### config.mk
export PLATFORM = sky130hd
export DESIGN_NAME = rgbnv_csc
export DESIGN_NICKNAME = d
export VERILOG_FILES = /design/src/rtl/rgbnv_pkg.sv /design/src/rtl/rgbnv_csc.sv
export SDC_FILE = /design/constraint.sdc
export NUM_CORES = 1
export LEC_CHECK = 0
export ABC_AREA = 1
export BUFFER_PORTS_ARGS = -buffer_cell sky130_fd_sc_hd__buf_2
export CAP_MARGIN = 20
export CORE_MARGIN = 4
export CORE_UTILIZATION = 36
export DETAILED_ROUTE_END_ITERATION = 16
export PLACE_DENSITY_LB_ADDON = 0.25
export SYNTH_ARGS = -nofsm -noshare
export SYNTH_HDL_FRONTEND = slang
export SYNTH_SLANG_ARGS = --single-unit
### constraint.sdc
create_clock -name vclk -period 9.6
set_input_delay 1.44 -clock vclk [all_inputs]
set_output_delay 1.44 -clock vclk [all_outputs]
set_load 0.005 [all_outputs]
### src/rtl/rgbnv_pkg.sv
package rgbnv_pkg;

    localparam int MAX_WIDTH_DEF  = 4096;
    localparam int MAX_HEIGHT_DEF = 4096;

    localparam int CFG_DATA_W = 12;
    localparam int CFG_IDX_W  = 2;
    localparam int OFFSET_W   = 25;
    localparam int SAMPLE_W   = 8;

    typedef logic [CFG_IDX_W-1:0]  t_cfg_idx;
    typedef logic [CFG_DATA_W-1:0] t_cfg_data;

    localparam t_cfg_idx CFG_PAIR_COLUMNS = 2'd0;
    localparam t_cfg_idx CFG_PAIR_ROWS    = 2'd1;

    localparam t_cfg_data PAIR_COLUMNS_RESET = 12'd960;
    localparam t_cfg_data PAIR_ROWS_RESET    = 12'd540;

    // Sample kind on the result channel; also the beat state of the output stage.
    typedef enum logic [1:0] {
        KIND_LUMA = 2'd0,
        KIND_CB   = 2'd1,
        KIND_CR   = 2'd2
    } t_kind;

endpackage

### src/rtl/rgbnv_csc.sv
module rgbnv_csc (
    input  logic [7:0] i_blue,
    input  logic [7:0] i_green,
    input  logic [7:0] i_red,
    output logic [7:0] o_luma,
    output logic [7:0] o_cb,
    output logic [7:0] o_cr
);
    import rgbnv_pkg::*;

    // Divide by 256, truncating toward zero.
    function automatic logic signed [9:0] div256_tz(input logic signed [17:0] v);
        logic signed [17:0] mag;
        logic signed [9:0]  q;
        mag = v[17] ? -v : v;
        q   = 10'(mag >>> 8);
        return v[17] ? -q : q;
    endfunction

    function automatic logic [7:0] clip8(input logic signed [10:0] v);
        logic [7:0] res;
        if (v < 11'sd0) begin
            res = 8'd0;
        end else if (v > 11'sd255) begin
            res = 8'd255;
        end else begin
            res = v[7:0];
        end
        return res;
    endfunction

    logic [15:0]        y_acc;
    logic signed [17:0] sb;
    logic signed [17:0] sg;
    logic signed [17:0] sr;
    logic signed [17:0] cb_acc;
    logic signed [17:0] cr_acc;
    logic signed [10:0] cb_ofs;
    logic signed [10:0] cr_ofs;

    // Luma stays within 128..65408, so the high byte needs no clipping.
    assign y_acc = 16'd54 * 16'(i_red) + 16'd183 * 16'(i_green)
                 + 16'd19 * 16'(i_blue) + 16'd128;
    assign o_luma = y_acc[15:8];

    assign sb = signed'({10'd0, i_blue});
    assign sg = signed'({10'd0, i_green});
    assign sr = signed'({10'd0, i_red});

    assign cb_acc = 18'sd128 * sb - 18'sd29 * sr - 18'sd99 * sg;
    assign cr_acc = 18'sd128 * sr - 18'sd116 * sg - 18'sd12 * sb;

    assign cb_ofs = 11'(div256_tz(cb_acc)) + 11'sd128;
    assign cr_ofs = 11'(div256_tz(cr_acc)) + 11'sd128;

    assign o_cb = clip8(cb_ofs);
    assign o_cr = clip8(cr_ofs);

endmodule

; ---- After elaboration in Yosys (flattened, before gate mapping)
; Cells that the tools add are included.
[totals]
register_bits = 0
out_inout_bits = 24
elab_cells = 32
[op_classes]
add_sub_neg = 13
multipliers = 7
n_lt_le_gt_ge = 4
muxes = 8
[op_table]
columns = op, count
row1 = "multiplier 5 x 8 -> 13 bit, first input constant", 4
row2 = 2-to-1 mux 18 bit, 2
row3 = negation 17 -> 18 bit, 2
row4 = 2-to-1 mux 8 bit, 4
row5 = "adder 10 x 9 -> 11 bit, second input constant", 2
row6 = "greater-than comparator 11 x 9 -> 1 bit, second input constant", 2
row7 = "< comparator 11 x 1 -> 1 bit, second input constant", 2
row8 = 2-to-1 mux 10 bit, 2
row9 = negation 10 bit, 2
row10 = subtractor 16 x 13 -> 17 bit, 1
row11 = subtractor 16 x 16 -> 17 bit, 1
row12 = adder 14 x 16 -> 16 bit, 1
row13 = adder 16 x 13 -> 16 bit, 1
row14 = "adder 16 x 8 -> 16 bit, second input constant", 1
row15 = "multiplier 8 x 8 -> 16 bit, first input constant", 1
row16 = subtractor 15 x 13 -> 16 bit, 1
row17 = subtractor 15 x 15 -> 16 bit, 1
row18 = "multiplier 7 x 8 -> 15 bit, first input constant", 1
row19 = "multiplier 2 x 8 -> 10 bit, first input constant", 1

; ---- Depth between registers and ports, before layout
; Gate-level depths: netlist (run 1).
[depth]
ltp_word = 11
ltp_mapped = 52

; ---- Worst setup path after synthesis (run 1)
; Ideal clock, no wire load.
[synth_path]
path_type = input to output
from = input port i_red[2]
to = output port o_luma[7]
arrival_time_ns = 8.179
required_time_ns = 8.160
setup_slack_ns = -0.019
cell_stages = 30
path_buffers = 0
cell_sequence = inv_1 ha_1 inv_1 fa_1 fa_1 inv_1 ha_1 inv_1 o31ai_1 xor2_1 inv_1 fa_1 ha_1 inv_1 fa_1 fa_1 inv_1 fa_1 fa_1 ha_1 a21oi_1 o21ai_0 a21oi_1 inv_1 a21oi_1 o21ai_0 a21oi_1 o21bai_1 a21oi_1 xor2_1
[synth_between]
elab_chain_cells = 4
[synth_lines]
columns = element, line
row1 = "start, declared", rgbnv_csc.sv:4  ; input logic [7:0] i_red,
row2 = multiplier 5 x 8 -> 13 bit, rgbnv_csc.sv:42  ; assign y_acc = 16'd54 * 16'(i_red) + 16'd183 * 16'(i_green)
row3 = adder 14 x 16 -> 16 bit, rgbnv_csc.sv:42
row4 = adder 16 x 13 -> 16 bit, rgbnv_csc.sv:43  ; + 16'd19 * 16'(i_blue) + 16'd128;
row5 = adder 16 x 8 -> 16 bit, rgbnv_csc.sv:43
row6 = "end, declared", rgbnv_csc.sv:5  ; output logic [7:0] o_luma,
; No other way between the ends.

; ---- Final worst setup path (run 1)
[layout_path]
from = input port i_red[1]
to = output port o_luma[7]
; The elaborated chain is that of the path after synthesis.

==> results.md, run 1 <==
* Slew HR at about 66%
* Die Span Y at approximately 180 um
* Fillers at roughly 2,900
* Adder-cell share of the synthesized area at a little under half
* Ant. Diodes at 0
* Fin nets at approximately 2,000
* Post-synth design cell area at ~0.01 sq mm
* First-pass GRT wire length at roughly 43 mm
* Vias per cell at approximately 4.6
* Startpoint class of the critical path: input port
* Largest family of logic cells by synthesized area: adder cells
* Final setup viols at 2
* Sequential cell area fraction in the yosys report at 0%
* Mapped Avg Cell Area at between 6 and 7 sq um
* Tcrit/Tclk final at 100.7%
* Std-Cell Rows at 61
* Synth Area in Compound Gates at under 10%
* Area post-placement at about 0.012 sq mm
* Multiplexer area fraction after synthesis at 0%
* Initial Utilization at 36.66%
* Post-synth cell types at 43
* Hold Crit Class: in -> out
* Fraction of the mapped netlist area in simple logic gates at about a quarter
* Crit Path Class: in -> out
* WL final at 25.72 mm
* Num ports at 48
* Worst path required time at 8.16 ns
* PnR worst setup slack at -0.06288 ns
* Routed Antenna Nets at 0
* Die area at 0.03113 sq mm
* Syn_nets at roughly 1,800
* GRT Util Overall at between 10% and 20%
* Dpl ws at -0.6991 ns
* Critical path's slowest cell: fa_1
* Failing checks: setup timing
* Via count at 9,336
* Cell area after layout at ~0.012 sq mm
* CP most frequent cell: fa_1
* Largest net degree at the start of global routing at 17
* Worst EP arrival at between 8 and 9 ns
* Actual slew at the worst max-slew pin at between 0.5 and 0.6 ns
* Minimum clock period at roughly 9.7 ns
* Dpl hpwl at between 20 and 25 mm
* Initial antenna violation count at 0
* Final count of hold timing violations at 0
* Worst path buffer plus inverter count at 10
* Hold-fix buffers, CTS at 0
* Drt first-iter violations at between 300 and 400
* Synth Instances at between 1,000 and 1,500
* Layout cells sized above 1 at ~22%
* Die Wd at approximately 180 um
* Largest fanout on the critical path at 3
* Max Slew Vio Count at 0
* Worst path max stage delay at 0.55 ns
* Sequential Area at 0 sq um
* Residual DRC at 0
* XOR/XNOR Fraction of Synth Area at under 10%
* Seq cells at 0
* Synth-to-layout area growth at 21.89%
* Drt wl/cell at between 10 and 15 um
* DR pass1 iterations at 5
* Unrepaired setup endpoints after global routing: true
* Via count of the first global-routing pass at about 9,000
* Core area at about 0.028 sq mm
* Peak Freq at 0.1035 GHz
* Multi-input gate area at around 0.0094 sq mm
* Clk_buf instances at 0
* GPL Wtd Cong at 0.8920
* Sum Neg Setup Slack at -0.07139 ns
* Warnings from Yosys at 0
* Outcome: finished, violations left
* Largest delay share family, worst path: adder cells
* Worst setup EP type: primary output
* # Max-Cap Violations at 0
* Grt total ovfl at 0
* IO Port Bufs at 48
## final timing paths
path	startpoint	to	slack [ns]	cells past startpoint
min	i_green[7]	o_luma[7]	3.89	6
max	i_red[1]	o_luma[7]	-0.06	32
## through the flow
stage | util, % | hold WS [ns] | std cells
6_report | 44.69 | 3.890 | 2014
5_1_grt | 44.69 | 3.955 | 2014
4_1_cts | 42.65 | 3.917 | 2003
3_5_place_dp | 41.90 | 3.900 | 1997
3_3_place_gp | 41.90 | 3.915 | 1997
2_1_floorplan | - | 3.396 | 1472
## per-layer routing
metal  track usage, %  routed length, um  vias up
li1                 -                  -     4916
met1            23.52              12710     4318
met2            28.83              12300       90
met3           0.6210                505       12
met4            1.161                203        0
met5                0                  0        -
## kinds of logic (layout without fill, tap and decap cells)
logic type	after synthesis	in the layout
compound gates	125	125
xor+xnor	73	73
fa+ha+maj	324	324
buf+inv	370	534
simple gates	580	580
## placed cells by master, fill, tap and decap left out, drive strengths merged, types with 3 or more instances in the layout
cell type and n:
o21ai 22, o21a 3, and2 4, nand2 327, fa 96, a21oi 71, a21o 7, nand4 22
inv 364, buf 169, nand3 117, nor3 11, nand3b 5, xor2 51, nor2 90, o21bai 14
ha 228, xnor2 22
## Yosys cell counts, types with 2 or more instances
master	number	area share (%)
a21o_1	7	0.51
a21oi_1	71	3.5
a31oi_1	2	0.12
and2_1	3	0.18
and3_1	2	0.12
buf_2	4	0.20
fa_1	96	19
ha_1	228	28
inv_1	353	13
inv_2	10	0.37
nand2_1	308	11
nand2_2	10	0.61
nand2_4	9	0.99
nand3_1	110	5.4
nand3_2	6	0.59
nand3b_1	5	0.37
nand4_1	21	1.3
nor2_1	70	2.6
nor2_2	14	0.86
nor2_4	6	0.66
nor3_1	10	0.49
o21a_1	3	0.22
o21ai_0	17	0.83
o21ai_1	4	0.20
o21bai_1	14	1.0
o31ai_1	2	0.15
xnor2_1	21	1.8
xor2_1	51	4.4
## layout make-up
class                      instances  area share, %
multi-input combinational       1102          75.56
timing repair buffer             170          9.588
inverter                         364          11.06
tap                              378          3.799
## worst min-delay path: stages
cell and delay (ns):
buf_2 0.18, ha_1 0.28, xnor2_1 0.16, xor2_1 0.18
xor2_1 0.09, buf_2 0.12
## repair_timing
action / 4_1_cts / 5_1_grt
endpoints found under the setup margin: 18 / 21
resized for setup: 39 / 120
setup buffers: 6 / 13
pin swaps: 25 / 69
Power of run 1 is not shown: default switching activity piles up to over one toggle a cycle in this logic, so the estimate is an artifact.
==> inputs of run 2 (changes only) <==
ABC_AREA = unset   (was 1)
CORE_MARGIN = 2   (was 4)
RECOVER_POWER = 50   (was unset)
==> results.md, run 2 <==
* Final count of hold timing violations at 0
* DR pass1 iterations at 4
* Syn_nets at between 1,000 and 1,500
* Worst EP arrival at 8.49 ns
* Mapped Avg Cell Area at around 8.5 sq um
* Actual slew at the worst max-slew pin at approximately 0.76 ns
* Synth-to-layout area growth at 33.26%
* Largest net degree at the start of global routing at 11
* Worst setup EP type: primary output
* Worst path required time at slightly above 8 ns
* Initial antenna violation count at 0
* Warnings from Yosys at 0
* Residual DRC at 0
* Sequential Area at 0 sq um
* Dpl hpwl at about 21 mm
* Drt first-iter violations at between 200 and 300
* Minimum clock period at around 10 ns
* Final setup viols at 6
* Most numerous cell in the Yosys netlist: ha_1
* CP most frequent cell: inv_2
* Std-Cell Rows at 58
* Core area at approximately 0.025 sq mm
* Clk_buf instances at 0
* DP Cell Count at ~1,700
* Via count at about 8,300
* Post-synth design cell area at a little over 0.009 sq mm
* Synth Instances at ~1,100
* Ant. Diodes at 0
* Die Wd at 164.2 um
* Grt total ovfl at 0
* Max Slew Vio Count at 0
* Routed Antenna Nets at 0
* Layout cells sized above 1 at between 30 and 40%
* Synth top area share at between 30 and 40%
* Cell taking the most area after synthesis: ha_1
* First-pass GRT wire length at approximately 40 mm
* IO Port Bufs at between 40 and 50
* Num ports at 48
* Hold Crit Class: in -> out
* Largest fanout on the critical path at 3
* GRT Util Overall at 18.28%
* Crit path launch: i_green[3]
* Post-synth cell types at 68
* Failing checks: setup timing
* Critical path's slowest cell: fa_1
* Peak Freq at 0.1007 GHz
* Tcrit/Tclk final at 103.5%
* Hold-fix buffers, CTS at 0
* Synth top area cells: ha_1, fa_1, inv_1
* Fillers at 2,433
* CP Capture Point: o_cr[7]
* Slew HR at about half
* Drt wl/cell at 14.28 um
* PnR worst setup slack at -0.3312 ns
* Via count of the first global-routing pass at 8,316
* Sequential cell area fraction in the yosys report at 0%
* Vias per cell at 4.904
* Crit Path Class: in -> out
* Startpoint class of the critical path: input port
* Worst path max stage delay at about 0.53 ns
* Seq cells at 0
* Final cell count without fillers at roughly 1,700
* GPL Wtd Cong at about 0.85
* Commonest non-fill, non-tap cell in the layout: buf_4
* WL final at 24.08 mm
* Most frequent cells in the layout: buf_4, ha_1, inv_1, fa_1, xnor2_1
* Outcome: finished, violations left
* Die Span Y at 164.2 um
* Unrepaired setup endpoints after global routing: true
* Top cells by count, synth: ha_1, inv_1, fa_1, a21oi_1, xnor2_1
* # Max-Cap Violations at 0
* Initial Utilization at a little under two fifths
* Die area at approximately 0.027 sq mm
* Fin nets at between 1,500 and 2,000
==> run 2: cell types whose count changed in the layout (fill, tap and decap cells not counted), sizes merged, moves of 16 or more <==
cell	previous run	this run
o21ai	22	46
buf	169	271
nand4	22	4
nand3	117	10
inv	364	210
xnor2	22	66
a21o	7	23
xor2	51	33
nor2	90	52
nand2b	0	16
nand2	327	31
==> run 2: layer usage <==
metal / GRT usage (%) / part of all wire [%] / routed length [um]
met1: 24.38 / 47 / 11400
met2: 33.07 / 49 / 11690
met3: 0.7323 / 2.3 / 543
met4: 3.150 / 1.9 / 447
met5: 0 / 0 / 0
==> run 2: logic make-up (layout without fill, tap and decap cells) <==
group	after synthesis	after routing	synth area share [%]
mux	10	10	1.111
buf+inv	219	483	8.898
fa+ha+maj	325	325	51.79
simple gates	197	197	11.62
compound gates	242	242	17.20
xor+xnor	99	99	9.385
==> run 2: critical path, delay by kind of cell <==
family / cells / cell delay (ns)
buf+inv: 9 / 0.65
fa+ha+maj: 8 / 2.55
xor+xnor: 3 / 0.43
compound gates: 9 / 1.60
simple gates: 8 / 1.82
==> run 2: worst min-delay path by stage <==
stage                     from         to  slack [ns]  cells after the start
floorplan           i_green[7]  o_luma[7]        3.28                      3
global placement    i_green[7]  o_luma[7]        3.71                      5
detailed placement  i_green[7]  o_luma[7]        3.71                      5
CTS                 i_green[7]  o_luma[7]        3.72                      5
global route        i_green[7]  o_luma[7]        3.77                      5
finish              i_green[7]  o_luma[7]        3.73                      5
==> run 2: repair_timing <==
| item | in CTS | in global routing |
|---|---|---|
| resized for setup | 70 | 97 |
| buffers inserted | 14 | 16 |
| setup endpoints to repair | 22 | 21 |
| pin swaps | 50 | 63 |
| cloned | 0 | 0 |
| endpoints found under the hold margin | 0 | 0 |
==> run 2: through the flow <==
| stage | setup slack [ns] | setup TNS, ns | hold WS [ns] | utilization, % | instance area (sq um) |
|---|---|---|---|---|---|
| after CTS | -0.3670 | -0.5889 | 3.723 | 46.91 | 11810 |
| after global placement | -0.5653 | -4.352 | 3.712 | 45.52 | 11460 |
| after detailed placement | -0.6154 | -4.864 | 3.705 | 45.52 | 11460 |
| final | -0.3312 | -0.8993 | 3.727 | 48.89 | 12310 |
| after floorplan | -0.1320 | -0.1320 | 3.277 | - | 9353 |
| after global routing | -0.6901 | -6.175 | 3.766 | 48.89 | 12310 |
==> run 2: cell type report <==
| type | count | area [sq um] | area share [%] |
|---|---|---|---|
| inverters | 212 | 808.3 | 6.565 |
| multi-input cells | 873 | 9110 | 73.99 |
| well taps | 330 | 412.9 | 3.354 |
| repair buffers | 271 | 1981 | 16.09 |
Power of run 2 is left out for the same reason.
